[config.mk]
export PLATFORM = sky130hd
export DESIGN_NAME = encoder_angle_turn_tracker
export DESIGN_NICKNAME = d
export VERILOG_FILES = /design/src/hdl/ett_pkg.sv /design/src/hdl/ett_angle.sv /design/src/hdl/ett_turn.sv /design/src/hdl/encoder_angle_turn_tracker.sv
export SDC_FILE = /design/constraint.sdc
export NUM_CORES = 1
export LEC_CHECK = 0
export BUFFER_PORTS_ARGS = -buffer_cell sky130_fd_sc_hd__buf_2
export CORE_UTILIZATION = 40
export CTS_CLUSTER_DIAMETER = 30
export DETAILED_ROUTE_END_ITERATION = 10
export GPL_TIMING_DRIVEN = 0
export PLACE_DENSITY_LB_ADDON = 0.2
export SKIP_LAST_GASP = 1
export SLEW_MARGIN = 10
export SYNTH_ARGS = -nofsm -noshare
export SYNTH_HDL_FRONTEND = slang
export SYNTH_SLANG_ARGS = --single-unit
[constraint.sdc]
create_clock -name clk -period 6.7 [get_ports clk]
set_clock_uncertainty 0.1 [all_clocks]
set_input_delay 1.005 -clock clk [delete_from_list [all_inputs] [get_ports clk]]
set_output_delay 1.005 -clock clk [all_outputs]
set_load 0.02 [all_outputs]
[src/hdl/ett_pkg.sv]
// ----------------------------------------------------------------------------
// ett_pkg: shared types and constants for the encoder angle turn tracker
// Register indexes, fixed field widths and the pole pair reset value.
// ----------------------------------------------------------------------------
package ett_pkg;

	// configuration register indexes
	localparam int CFG_IDX_W = 2;
	typedef enum logic [CFG_IDX_W-1:0] {
		CFG_ZERO_OFFSET = 2'd0,
		CFG_POLE_PAIRS  = 2'd1,
		CFG_REVERSE     = 2'd2
	} cfg_index_t;

	// fixed widths
	localparam int TURN_W = 32;
	localparam int PP_W   = 6;

	// reset value of the pole pair count
	localparam logic [PP_W-1:0] PP_RESET = 6'd4;

endpackage

[src/hdl/ett_angle.sv]
// ----------------------------------------------------------------------------
// ett_angle: mechanical and electrical angle
// Mirrors the raw angle when reversal is set, then scales the offset-corrected
// angle by the pole pair count modulo one revolution.
// ----------------------------------------------------------------------------
module ett_angle #(
	parameter int ANGLE_BITS = 14
) (
	input  logic [ANGLE_BITS-1:0]        raw_angle,
	input  logic [ANGLE_BITS-1:0]        zero_offset,
	input  logic [ett_pkg::PP_W-1:0]     pole_pairs,
	input  logic                         reverse_direction,
	output logic [ANGLE_BITS-1:0]        mech_angle,
	output logic [ANGLE_BITS-1:0]        elec_angle
);

	logic [ANGLE_BITS-1:0]                rel_angle;
	logic [ANGLE_BITS+ett_pkg::PP_W-1:0] elec_full;

	// mirror as (N - raw) mod N, which is the two's complement in ANGLE_BITS
	always_comb begin
		if (reverse_direction) begin
			mech_angle = ANGLE_BITS'(~raw_angle + ANGLE_BITS'(1));
		end else begin
			mech_angle = raw_angle;
		end
	end

	// subtract offset mod N, scale, keep one revolution
	assign rel_angle  = mech_angle - zero_offset;
	assign elec_full  = rel_angle * pole_pairs;
	assign elec_angle = elec_full[ANGLE_BITS-1:0];

endmodule

[src/hdl/ett_turn.sv]
// ----------------------------------------------------------------------------
// ett_turn: turn counter
// Holds the previous mechanical angle and the wrapping turn count; a jump of
// more than half a revolution counts a wrap in the opposite direction.
// ----------------------------------------------------------------------------
module ett_turn #(
	parameter int ANGLE_BITS = 14
) (
	input  logic                             clk,
	input  logic                             arst_n,
	input  logic                             upd,
	input  logic [ANGLE_BITS-1:0]            angle,
	output logic [ett_pkg::TURN_W-1:0]       turn_next
);

	localparam logic [ANGLE_BITS-1:0] HALF_REV = ANGLE_BITS'(1) << (ANGLE_BITS - 1);

	logic [ANGLE_BITS-1:0]      prev_q;
	logic [ett_pkg::TURN_W-1:0] turn_q;
	logic [ANGLE_BITS-1:0]      jump_up;
	logic [ANGLE_BITS-1:0]      jump_down;

	// distance in each direction, valid only for the matching compare
	assign jump_up   = angle - prev_q;
	assign jump_down = prev_q - angle;

	// next turn count
	always_comb begin
		turn_next = turn_q;
		if (angle > prev_q) begin
			if (jump_up > HALF_REV) begin
				turn_next = turn_q - ett_pkg::TURN_W'(1);
			end
		end else if (jump_down > HALF_REV) begin
			turn_next = turn_q + ett_pkg::TURN_W'(1);
		end
	end

	// state update per item
	always_ff @(posedge clk or negedge arst_n) begin
		if (!arst_n) begin
			prev_q <= '0;
			turn_q <= '0;
		end else if (upd) begin
			prev_q <= angle;
			turn_q <= turn_next;
		end
	end

`ifndef SYNTH
	// previous angle tracks the last item
	a_prev_follows: assert property (@(posedge clk) disable iff (!arst_n)
		upd |=> prev_q == $past(angle))
		else $error("previous angle not updated");

	// no item, no change of the turn count
	a_turn_hold: assert property (@(posedge clk) disable iff (!arst_n)
		!upd |=> $stable(turn_q))
		else $error("turn count changed without an item");

	// same angle twice never counts a turn
	a_same_angle: assert property (@(posedge clk) disable iff (!arst_n)
		(upd && angle == prev_q) |=> $stable(turn_q))
		else $error("turn counted without motion");

	// at most one turn per item
	a_one_step: assert property (@(posedge clk) disable iff (!arst_n)
		upd |=> (turn_q == $past(turn_q)) ||
			(turn_q == $past(turn_q) + ett_pkg::TURN_W'(1)) ||
			(turn_q == $past(turn_q) - ett_pkg::TURN_W'(1)))
		else $error("turn count moved by more than one");
`endif

endmodule

[src/hdl/encoder_angle_turn_tracker.sv]
// ----------------------------------------------------------------------------
// encoder_angle_turn_tracker: multi-turn position from an absolute encoder
// Pipeline: input register, then result register, with the turn counter
//   update between the two; throughput: one item per cycle while the
//   receiver keeps taking results from the result register.
// Reset: arst_n clears the pipeline, angle history and turn count, and loads
//   the configuration defaults (offset 0, four pole pairs, no reversal).
// ----------------------------------------------------------------------------
module encoder_angle_turn_tracker #(
	parameter int ANGLE_BITS = 14
) (
	input  logic                                      clk,
	input  logic                                      arst_n,
	// configuration
	input  logic                                      cfg_we,
	input  logic [ett_pkg::CFG_IDX_W-1:0]             cfg_index,
	input  logic [ANGLE_BITS-1:0]                     cfg_data,
	// input channel
	input  logic                                      in_valid,
	output logic                                      in_ready,
	input  logic [ANGLE_BITS-1:0]                     raw_angle,
	// output channel
	output logic                                      out_valid,
	input  logic                                      out_ready,
	output logic [ANGLE_BITS-1:0]                     mech_angle,
	output logic [ANGLE_BITS-1:0]                     elec_angle,
	output logic signed [ett_pkg::TURN_W-1:0]         turn_total,
	output logic signed [ett_pkg::TURN_W+ANGLE_BITS-1:0] position
);

	logic [ANGLE_BITS-1:0]        zero_offset_q;
	logic [ett_pkg::PP_W-1:0]     pole_pairs_q;
	logic                         reverse_q;

	logic                         valid_s1;
	logic [ANGLE_BITS-1:0]        raw_s1;
	logic                         advance;
	logic [ANGLE_BITS-1:0]        mech_c;
	logic [ANGLE_BITS-1:0]        elec_c;
	logic [ett_pkg::TURN_W-1:0]   turn_c;

	// configuration registers
	always_ff @(posedge clk or negedge arst_n) begin
		if (!arst_n) begin
			zero_offset_q <= '0;
			pole_pairs_q  <= ett_pkg::PP_RESET;
			reverse_q     <= 1'b0;
		end else if (cfg_we) begin
			case (cfg_index)
				ett_pkg::CFG_ZERO_OFFSET: zero_offset_q <= cfg_data;
				ett_pkg::CFG_POLE_PAIRS:  pole_pairs_q  <= cfg_data[ett_pkg::PP_W-1:0];
				ett_pkg::CFG_REVERSE:     reverse_q     <= cfg_data[0];
				default: ;
			endcase
		end
	end

	// handshake: result register frees when taken, input stage moves on then
	assign advance  = valid_s1 && (!out_valid || out_ready);
	assign in_ready = !valid_s1 || advance;

	// input register
	always_ff @(posedge clk or negedge arst_n) begin
		if (!arst_n) begin
			valid_s1 <= 1'b0;
		end else if (in_ready) begin
			valid_s1 <= in_valid;
		end
	end

	always_ff @(posedge clk) begin
		if (in_valid && in_ready) begin
			raw_s1 <= raw_angle;
		end
	end

	// angle math
	ett_angle #(
		.ANGLE_BITS(ANGLE_BITS)
	) u_angle (
		.raw_angle        (raw_s1),
		.zero_offset      (zero_offset_q),
		.pole_pairs       (pole_pairs_q),
		.reverse_direction(reverse_q),
		.mech_angle       (mech_c),
		.elec_angle       (elec_c)
	);

	// turn tracking, updated as the item moves into the result register
	ett_turn #(
		.ANGLE_BITS(ANGLE_BITS)
	) u_turn (
		.clk      (clk),
		.arst_n   (arst_n),
		.upd      (advance),
		.angle    (mech_c),
		.turn_next(turn_c)
	);

	// result register
	always_ff @(posedge clk or negedge arst_n) begin
		if (!arst_n) begin
			out_valid <= 1'b0;
		end else if (advance) begin
			out_valid <= 1'b1;
		end else if (out_ready) begin
			out_valid <= 1'b0;
		end
	end

	always_ff @(posedge clk) begin
		if (advance) begin
			mech_angle <= mech_c;
			elec_angle <= elec_c;
			turn_total <= turn_c;
			// turns * N + angle with 0 <= angle < N is a plain concatenation
			position   <= {turn_c, mech_c};
		end
	end

endmodule

==> results.sh, run 1 <==
export IMPL_fin_cells=1690
export IMPL_synth_xor_area_share=0.08835
export IMPL_die_height_microns=167.5
export IMPL_synthSimpleGateAreaFrac=0.1789
export IMPL_via_count=8800
export IMPL_timing_hold_ws_ps=335.7
export IMPL_dp_cells=1626
export IMPL_clockBufferDepth=2
export IMPL_yosysMostFrequentCell="inv_1"
export IMPL_layout_drive_gt1_share=0.2743
export IMPL_syn_num_nets=1273
export IMPL_place_hpwl_mm=20.54
export IMPL_critPathBufInv=6
export IMPL_startpoint="raw_s1[0]"
export IMPL_clkTransAtPathRegs_ps=70
export IMPL_synth_cells=1140
export IMPL_synth_area_sq_mm=0.01096
export IMPL_overflow=0
export IMPL_die_w_microns=167.5
export IMPL_r2r_cells=25
export IMPL_status="completed"
export IMPL_synth_area_leaders="edfxtp_1, dfrtp_1, fa_1, ha_1, xnor2_1"
export IMPL_cts_sinks=143
export IMPL_rr_endpoint="elec_angle[13]"
export IMPL_clock_latency_ps=430
export IMPL_grtUsageTotal=0.1993
export IMPL_grt_pass1_wl_mm=43.97
export IMPL_port_buffers=142
export IMPL_fmax_mhz=154.8
export IMPL_synth_flop_cell="edfxtp_1"
export IMPL_synth_compound_area_share=0.1313
export IMPL_regToRegSetupSlack_ps=240
export IMPL_grt_max_degree=55
export IMPL_synth_seq_area_share=0.3603
export IMPL_drc=0
export IMPL_place_congestion=0.8979
export IMPL_ys_top_cells_by_count="inv_1, nand2_1, edfxtp_1"
export IMPL_synth_largest_area_cell="edfxtp_1"
export IMPL_vias_per_cell=5.207
export IMPL_hold_viol=0
export IMPL_path_depth=25
export IMPL_cts_root_buf="clkbuf_16"
export IMPL_path_class="reg2reg"
export IMPL_core_sq_mm=0.02695
export IMPL_area_growth_pct=22.85
export IMPL_die_area_sq_mm=0.02807
export IMPL_multi_input_area_sq_mm=0.006482
export IMPL_synth_edf_count=74
export IMPL_regArea_sq_mm=0.003950
export IMPL_crit_path_end="elec_angle[13]"
export IMPL_cts_made_buffers=17
export IMPL_antenna_found_initial=0
export IMPL_tightest_slew_ps=727.4
export IMPL_timing_rr_start="raw_s1[0]"
export IMPL_diodes=0
export IMPL_routedWlPerCell_microns=16.31
export IMPL_async_flop_share=0.4825
export IMPL_fin_crit_ps=6460
export IMPL_cp_slowest_stage_delay_ps=520
export IMPL_cts_htree_levels=4
export IMPL_placed_area_sq_mm=0.01218
export IMPL_synth_fa_ha_area_frac=0.1386
export IMPL_start_util=0.4067
export IMPL_synth_top_area_frac=0.2027
export IMPL_crit_fanout=4
export IMPL_slew_headroom=0.5151
export IMPL_syn_area_per_cell_sq_um=9.616
export IMPL_grt_pass1_vias=8341
export IMPL_crit_arrival_ps=6540
export IMPL_critPathTopFamily="adder cells"
export IMPL_ant_nets=0
export IMPL_startpoint_type="flip-flop"
export IMPL_drtIter0Drc=501
export IMPL_ys_seq_elements=143
export IMPL_synth_cell_types=86
export IMPL_final_area_sq_mm=0.01347
export IMPL_synth_top_family_by_area="simple AND/OR/NAND/NOR gates"
export IMPL_io_pins=143
export IMPL_hold_class="in2async"
export IMPL_dr_pass1_iters=9
export IMPL_yosysWarnings=0
export IMPL_synthMuxAreaShare=0.01381
export IMPL_finalNetCount=1469
export IMPL_rows=60
export IMPL_finalSetupViolCount=0
export IMPL_wirelength_mm=27.57
export IMPL_cts_tree="done"
export IMPL_min_period_over_period=0.9642
export IMPL_finalMaxSlewViolations=0
export IMPL_endpoint_kind="flip-flop"
export IMPL_crit_required_ps=6780
export IMPL_n_fill_cell=2539
export IMPL_maxCapViolations=0
export IMPL_slowest_stage="fa_1"
cells by family (layout without fill, tap and decap cells):
family,count (synthesis),count (layout)
flip-flops,143,143
buffers and inverters,201,410
XOR/XNOR,109,109
AND/OR/NAND/NOR,366,366
AO/OA/AOI/OAI,209,209
adder cells (fa/ha/maj),98,98
multiplexers,14,14
cell usage in the layout, fill, tap and decap left out, drive strengths merged, types with 16 or more instances in the layout:
cell | synthesis | routed
edfxtp | 74 | 74
nand2b | 16 | 16
o21ai | 57 | 57
a21oi | 37 | 37
ha | 59 | 59
nand3 | 20 | 20
nor2 | 53 | 53
xor2 | 53 | 53
and2 | 44 | 44
clkbuf | 32 | 49
buf | 63 | 241
nand4 | 16 | 16
nand2 | 102 | 102
nor3 | 24 | 24
or3 | 18 | 18
xnor2 | 55 | 55
fa | 39 | 39
dfrtp | 68 | 68
inv | 106 | 114
per-stage QoR:
stage	setup WS [ps]	setup TNS [ps]	utilization
final	240.0	0	0.4997
after global routing	-40.26	-40.26	0.4997
after CTS	17.49	0	0.4830
after detailed placement	-837.6	-837.6	0.4519
after global placement	-815.1	-815.1	0.4489
after floorplan	293.6	0	-
metal layers:
metal  wire (microns)  GRT usage  vias up
li1                 -          -     4306
met1            13420     0.2893     4219
met2            12590     0.3123      244
met3             1181    0.02718       31
met4              380    0.05026        0
met5                0          0        -
registers in the layout, summed over array words and instances (netlist names), 6 cells and up:
register	cells
zero_offset_q	14
mech_angle	13
u_turn.turn_q	32
u_turn.prev_q	14
pole_pairs_q	6
raw_s1	14
turn_total	32
elec_angle	14
area by class of cell:
type | instances | share of cell area
plain buffers | 95 | 0.04311
repair buffers | 177 | 0.07637
clock inverters | 14 | 0.01273
inverters | 106 | 0.02955
flip-flops and latches | 143 | 0.2933
well taps | 341 | 0.03168
clock buffers | 18 | 0.03187
multi-input cells | 796 | 0.4814
worst min-delay path by stage:
stage / from / endpoint / slack (ps) / cells after the start
finish: arst_n / reverse_q / 340 / 1
global route: arst_n / reverse_q / 340 / 1
CTS: arst_n / reverse_q / 330 / 1
detailed placement: u_turn.prev_q[13] / u_turn.prev_q[13] / 370 / 2
global placement: u_turn.prev_q[13] / u_turn.prev_q[13] / 370 / 2
floorplan: u_turn.prev_q[13] / u_turn.prev_q[13] / 350 / 2
timing repair:
item / CTS / global route
endpoints found under the setup margin: 1 / 1
buffers inserted: 12 / 20
cloned: 0 / 0
pin swaps: 13 / 27
hold buffers: 0 / 0
gates resized for setup: 28 / 66
Power of run 1 is left out: the tool's default activity adds up to more than one toggle a clock period on the data nets, which glitch-free logic cannot reach.
==> run 2: changes to the inputs <==
CORE_UTILIZATION = 54   (was 40)
SYNTH_HIERARCHICAL = 1   (was default)
==> results.sh, run 2 <==
export IMPL_status="completed"
export IMPL_synth_area_sq_mm=0.01120
export IMPL_critPathBufInv=3
export IMPL_synth_area_leaders="edfxtp_1, dfrtp_1, fa_1, ha_1, xnor2_1"
export IMPL_grt_pass1_wl_mm=43.85
export IMPL_vias_per_cell=5.609
export IMPL_die_w_microns=146.0
export IMPL_place_hpwl_mm=20.78
export IMPL_routedWlPerCell_microns=16.76
export IMPL_regArea_sq_mm=0.003950
export IMPL_synth_compound_area_share=0.1144
export IMPL_antenna_found_initial=0
export IMPL_fin_cells=1635
export IMPL_grtUsageTotal=0.2614
export IMPL_layout_drive_gt1_share=0.2308
export IMPL_clock_latency_ps=420
export IMPL_n_fill_cell=1664
export IMPL_cts_hold_buf=0
export IMPL_fmax_mhz=154.9
export IMPL_overflow=0
export IMPL_drc=0
export IMPL_cts_root_buf="clkbuf_16"
export IMPL_crit_fanout=6
export IMPL_drtIter0Drc=833
export IMPL_fin_crit_ps=6456
export IMPL_final_area_sq_mm=0.01305
export IMPL_tightest_slew_ps=935.6
export IMPL_area_growth_pct=16.55
export IMPL_wirelength_mm=27.40
export IMPL_synth_top_family_by_area="simple AND/OR/NAND/NOR gates"
export IMPL_maxCapViolations=0
export IMPL_ys_top_cells_by_count="nand2_1, inv_1, xnor2_1"
export IMPL_yosysMostFrequentCell="nand2_1"
export IMPL_finalMaxSlewViolations=0
export IMPL_ant_nets=0
export IMPL_startpoint_type="flip-flop"
export IMPL_cts_tree="done"
export IMPL_placed_area_sq_mm=0.01230
export IMPL_met3_length_mm=1.647
export IMPL_synth_cells=1184
export IMPL_start_util=0.5517
export IMPL_path_class="reg2reg"
export IMPL_core_sq_mm=0.02030
export IMPL_die_area_sq_mm=0.02132
export IMPL_wl_met2_mm=12.92
export IMPL_synth_flop_cell="edfxtp_1"
export IMPL_syn_area_per_cell_sq_um=9.458
export IMPL_cp_slowest_stage_delay_ps=560
export IMPL_diodes=0
export IMPL_finalNetCount=1485
export IMPL_dr_pass1_iters=5
export IMPL_synth_edf_count=74
export IMPL_synth_top_area_frac=0.1984
export IMPL_synth_xor_area_share=0.08749
export IMPL_hold_viol=0
export IMPL_dp_cells=1598
export IMPL_highest_layer="met4"
export IMPL_cts_htree_levels=4
export IMPL_synth_cell_types=82
export IMPL_clkTransAtPathRegs_ps=70
export IMPL_final_common_cell="buf_2"
export IMPL_worstPathCellList="inv_1, ha_1, nand2b_1, xnor2_4, ha_4, o21a_1, o31a_1, o21ai_0, nand2b_1, xor2_2, and2_1, fa_1, inv_1, fa_1, fa_1, inv_1, ha_1, a21o_1, a21oi_2, o21ai_1, o41ai_2, o21ai_2, xnor3_1, xor3_1"
export IMPL_synthMuxAreaShare=0.02939
export IMPL_tns_ps=0
export IMPL_crit_required_ps=6770
export IMPL_multi_input_area_sq_mm=0.006370
export IMPL_grt_pass1_vias=8454
export IMPL_final_cell_mix="buf_2, nand2_1, inv_1, edfxtp_1, xnor2_1"
export IMPL_min_period_over_period=0.9636
export IMPL_cts_made_buffers=17
export IMPL_clockBufferDepth=2
export IMPL_die_height_microns=146.0
export IMPL_cts_sinks=143
export IMPL_via_count=9171
export IMPL_crit_arrival_ps=6520
export IMPL_async_flop_share=0.4825
export IMPL_ys_seq_elements=143
export IMPL_finalSetupViolCount=0
export IMPL_slowest_stage="fa_1"
export IMPL_critPathTopFamily="adder cells"
export IMPL_place_congestion=0.9127
export IMPL_yosysWarnings=6
export IMPL_io_pins=143
export IMPL_rows=52
export IMPL_slew_headroom=0.3718
export IMPL_syn_num_nets=1317
export IMPL_met1_length_mm=12.29
export IMPL_top_regs="turn_total (32), u_turn/turn_q (32)"
export IMPL_synthSimpleGateAreaFrac=0.1899
export IMPL_hold_class="in2async"
export IMPL_grt_max_degree=51
export IMPL_synth_seq_area_share=0.3527
export IMPL_synth_fa_ha_area_frac=0.1356
export IMPL_port_buffers=142
export IMPL_endpoint_kind="flip-flop"
export IMPL_synth_largest_area_cell="edfxtp_1"
## run 2: cell families after synthesis
kind of cell | Yosys count
adder cells (fa/ha/maj) | 98
multiplexers | 30
AO/OA/AOI/OAI | 196
buffers and inverters | 201
AND/OR/NAND/NOR | 409
flip-flops | 143
XOR/XNOR | 107
## run 2: worst paths after layout
kind	end	cells after the start	from	slack, ps
max	elec_angle[13]	24	raw_s1[0]	240
min	u_turn/prev_q[9]	1	arst_n	370
max reg2reg	elec_angle[13]	24	raw_s1[0]	240
min reg2reg	u_turn/turn_q[31]	1	u_turn/turn_q[31]	400
max in group asynchronous	pole_pairs_q[2]	2	arst_n	5520
min in group clk	u_turn/turn_q[31]	1	u_turn/turn_q[31]	400
## run 2: layout make-up
type / count / area share
Clock buffer: 20 / 0.03499
Sequential cell: 143 / 0.3027
Clock inverter: 12 / 0.009299
Tap cell: 270 / 0.02588
Buffer: 90 / 0.04573
Timing Repair Buffer: 150 / 0.06174
Inverter: 110 / 0.03164
Multi-Input combinational cell: 840 / 0.4881
## run 2: worst reg2reg max path: cells and delay by family (launching register included)
kind / cells / cell delay (ps)
adders and majority gates: 6 / 2260
AOI/OAI and AO/OA: 8 / 1550
xor gates and xnor gates: 4 / 1120
and+or+nand+nor: 3 / 540
DFF: 1 / 430
buffers and inverters: 3 / 250
## run 2: through the flow
| stage | util | worst slack (ps) | hold WS [ps] |
|---|---|---|---|
| after floorplan | - | 644.7 | 348.7 |
| after global placement | 0.6033 | -300.6 | 379.2 |
| after detailed placement | 0.6059 | -461.4 | 394.1 |
| after CTS | 0.6375 | 66.44 | 368.1 |
| after global routing | 0.6429 | -68.90 | 379.9 |
| final | 0.6429 | 243.6 | 368.8 |
## run 2: timing repair
action	in CTS	in global routing
pin swaps	0	4
buffers inserted	0	6
gates resized for setup	10	15
setup endpoints to repair	1	2
## run 2: routing by layer
layer	vias up	GRT usage
met5	-	0
met4	0	0.07865
met3	45	0.03918
met2	399	0.4246
met1	4364	0.3630
li1	4363	-
Power of run 2 is left out for the same reason.
==> run 3: changes to the inputs <==
BUFFER_PORTS_ARGS = default   (was -buffer_cell sky130_fd_sc_hd__buf_2)
CORE_ASPECT_RATIO = 2   (was default)
CORE_UTILIZATION = 60   (was 54)
DONT_BUFFER_PORTS = 1   (was default)
clock period = 5.95 ns   (was 6.7 ns; I/O delays follow)
==> results.sh, run 3 (synthesis gave the netlist of run 2 again) <==
export IMPL_hold_class="in2async"
export IMPL_rr_endpoint="elec_angle[13]"
export IMPL_critPathBufInv=8
export IMPL_routedWlPerCell_microns=21.77
export IMPL_vias_per_cell=6.168
export IMPL_fin_ws_ps=-0.8429
export IMPL_fmax_mhz=168.0
export IMPL_grtUsageTotal=0.3390
export IMPL_cts_htree_levels=4
export IMPL_hold_viol=0
export IMPL_status="finished with violations"
export IMPL_r2r_cells=25
export IMPL_via_count=9122
export IMPL_final_cell_mix="nand2_1, inv_1, buf_4, edfxtp_1, xnor2_1"
export IMPL_overflow=0
export IMPL_cts_root_buf="clkbuf_16"
export IMPL_dr_pass1_iters=7
export IMPL_fin_crit_ps=5951
export IMPL_ant_nets=0
export IMPL_slowest_stage="fa_1"
export IMPL_grt_max_degree=70
export IMPL_cp_slowest_stage_delay_ps=600
export IMPL_crit_arrival_ps=6010
export IMPL_finalMaxSlewViolations=0
export IMPL_grt_met3_usage=0.05333
export IMPL_failed_checks="setup timing"
export IMPL_io_pins=143
export IMPL_path_class="reg2reg"
export IMPL_grt_use_met1=0.2909
export IMPL_tightest_slew_ps=854.1
export IMPL_wirelength_mm=32.20
export IMPL_endpoint_kind="flip-flop"
export IMPL_core_sq_mm=0.01831
export IMPL_n_fill_cell=1329
export IMPL_crit_fanout=4
export IMPL_clockBufferDepth=2
export IMPL_place_hpwl_mm=23.38
export IMPL_top_regs="turn_total (32), u_turn/turn_q (32)"
export IMPL_dp_cells=1401
export IMPL_cts_sinks=143
export IMPL_drtIter0Drc=488
export IMPL_rsz0062_at_grt="true"
export IMPL_die_height_microns=195.2
export IMPL_drc=0
export IMPL_finalNetCount=1381
export IMPL_slew_headroom=0.4234
export IMPL_place_congestion=0.9936
export IMPL_crit_required_ps=6010
export IMPL_regToRegSetupSlack_ps=-0.8
export IMPL_busiest_layer="met2"
export IMPL_start_util=0.6118
export IMPL_clkTransAtPathRegs_ps=70
export IMPL_antenna_found_initial=3
export IMPL_die_w_microns=98.60
export IMPL_cts_hold_buf=0
export IMPL_port_buffers=0
export IMPL_rows=70
export IMPL_maxCapViolations=0
export IMPL_cts_tree="done"
export IMPL_critPathTopFamily="adder cells"
export IMPL_min_period_over_period=1.000
export IMPL_die_area_sq_mm=0.01925
export IMPL_cts_made_buffers=17
export IMPL_timing_rr_start="raw_s1[1]"
export IMPL_startpoint_type="flip-flop"
export IMPL_grt_pass1_wl_mm=48.95
export IMPL_layout_drive_gt1_share=0.2149
export IMPL_area_growth_pct=16.65
export IMPL_finalSetupViolCount=1
export IMPL_fin_cells=1479
export IMPL_grt_pass1_vias=9534
export IMPL_grt_util_met2=0.6437
export IMPL_clock_latency_ps=430
export IMPL_final_common_cell="nand2_1"
run 3: layout make-up:
class	count	area (sq um)	share of cell area
multi-input cells	840	6884	0.5270
flip-flops and latches	143	3951	0.3025
plain buffers	90	599.3	0.04588
clock buffers	18	429.2	0.03285
inverters	110	412.9	0.03161
repair buffers	46	369.1	0.02826
well taps	216	270.3	0.02069
clock inverters	14	141.4	0.01082
diodes	2	5.005	0.0003831
run 3: how the worst max path moves through the flow:
stage	cells past startpoint	slack, ps	start	end
finish	25	-0.8	raw_s1[1]	elec_angle[13]
detailed placement	24	-1450	raw_s1[0]	elec_angle[13]
global placement	24	-1390	raw_s1[0]	elec_angle[13]
floorplan	24	40	raw_s1[0]	elec_angle[13]
CTS	24	-130	raw_s1[0]	elec_angle[13]
global route	22	-100	raw_s1[4]	elec_angle[13]
run 3: timing repair:
item,CTS,global route
setup buffers,35,10
hold endpoints to repair,0,0
pin swaps,31,34
setup endpoints to repair,7,2
resized for setup,77,40
run 3: per-layer routing:
| metal | wire length (microns) | share of wire | vias up |
|---|---|---|---|
| li1 | - | - | 4169 |
| met1 | 10020 | 0.31 | 4391 |
| met2 | 17730 | 0.55 | 372 |
| met3 | 1144 | 0.036 | 188 |
| met4 | 3287 | 0.10 | 2 |
| met5 | 13 | 0.00040 | - |
run 3: through the flow:
stage | TNS, ps | area (sq um) | utilization | worst slack (ps) | hold WS [ps]
after floorplan | 0 | 11210 | - | 36.14 | 348.7
after global placement | -4275 | 11480 | 0.6273 | -1392 | 362.2
after detailed placement | -4840 | 11510 | 0.6290 | -1448 | 386.6
after CTS | -206.3 | 12750 | 0.6966 | -134.3 | 42.18
after global routing | -99.36 | 13060 | 0.7136 | -99.36 | 36.95
final | -0.8429 | 13060 | 0.7136 | -0.8429 | 59.55
Power of run 3 is left out for the same reason.
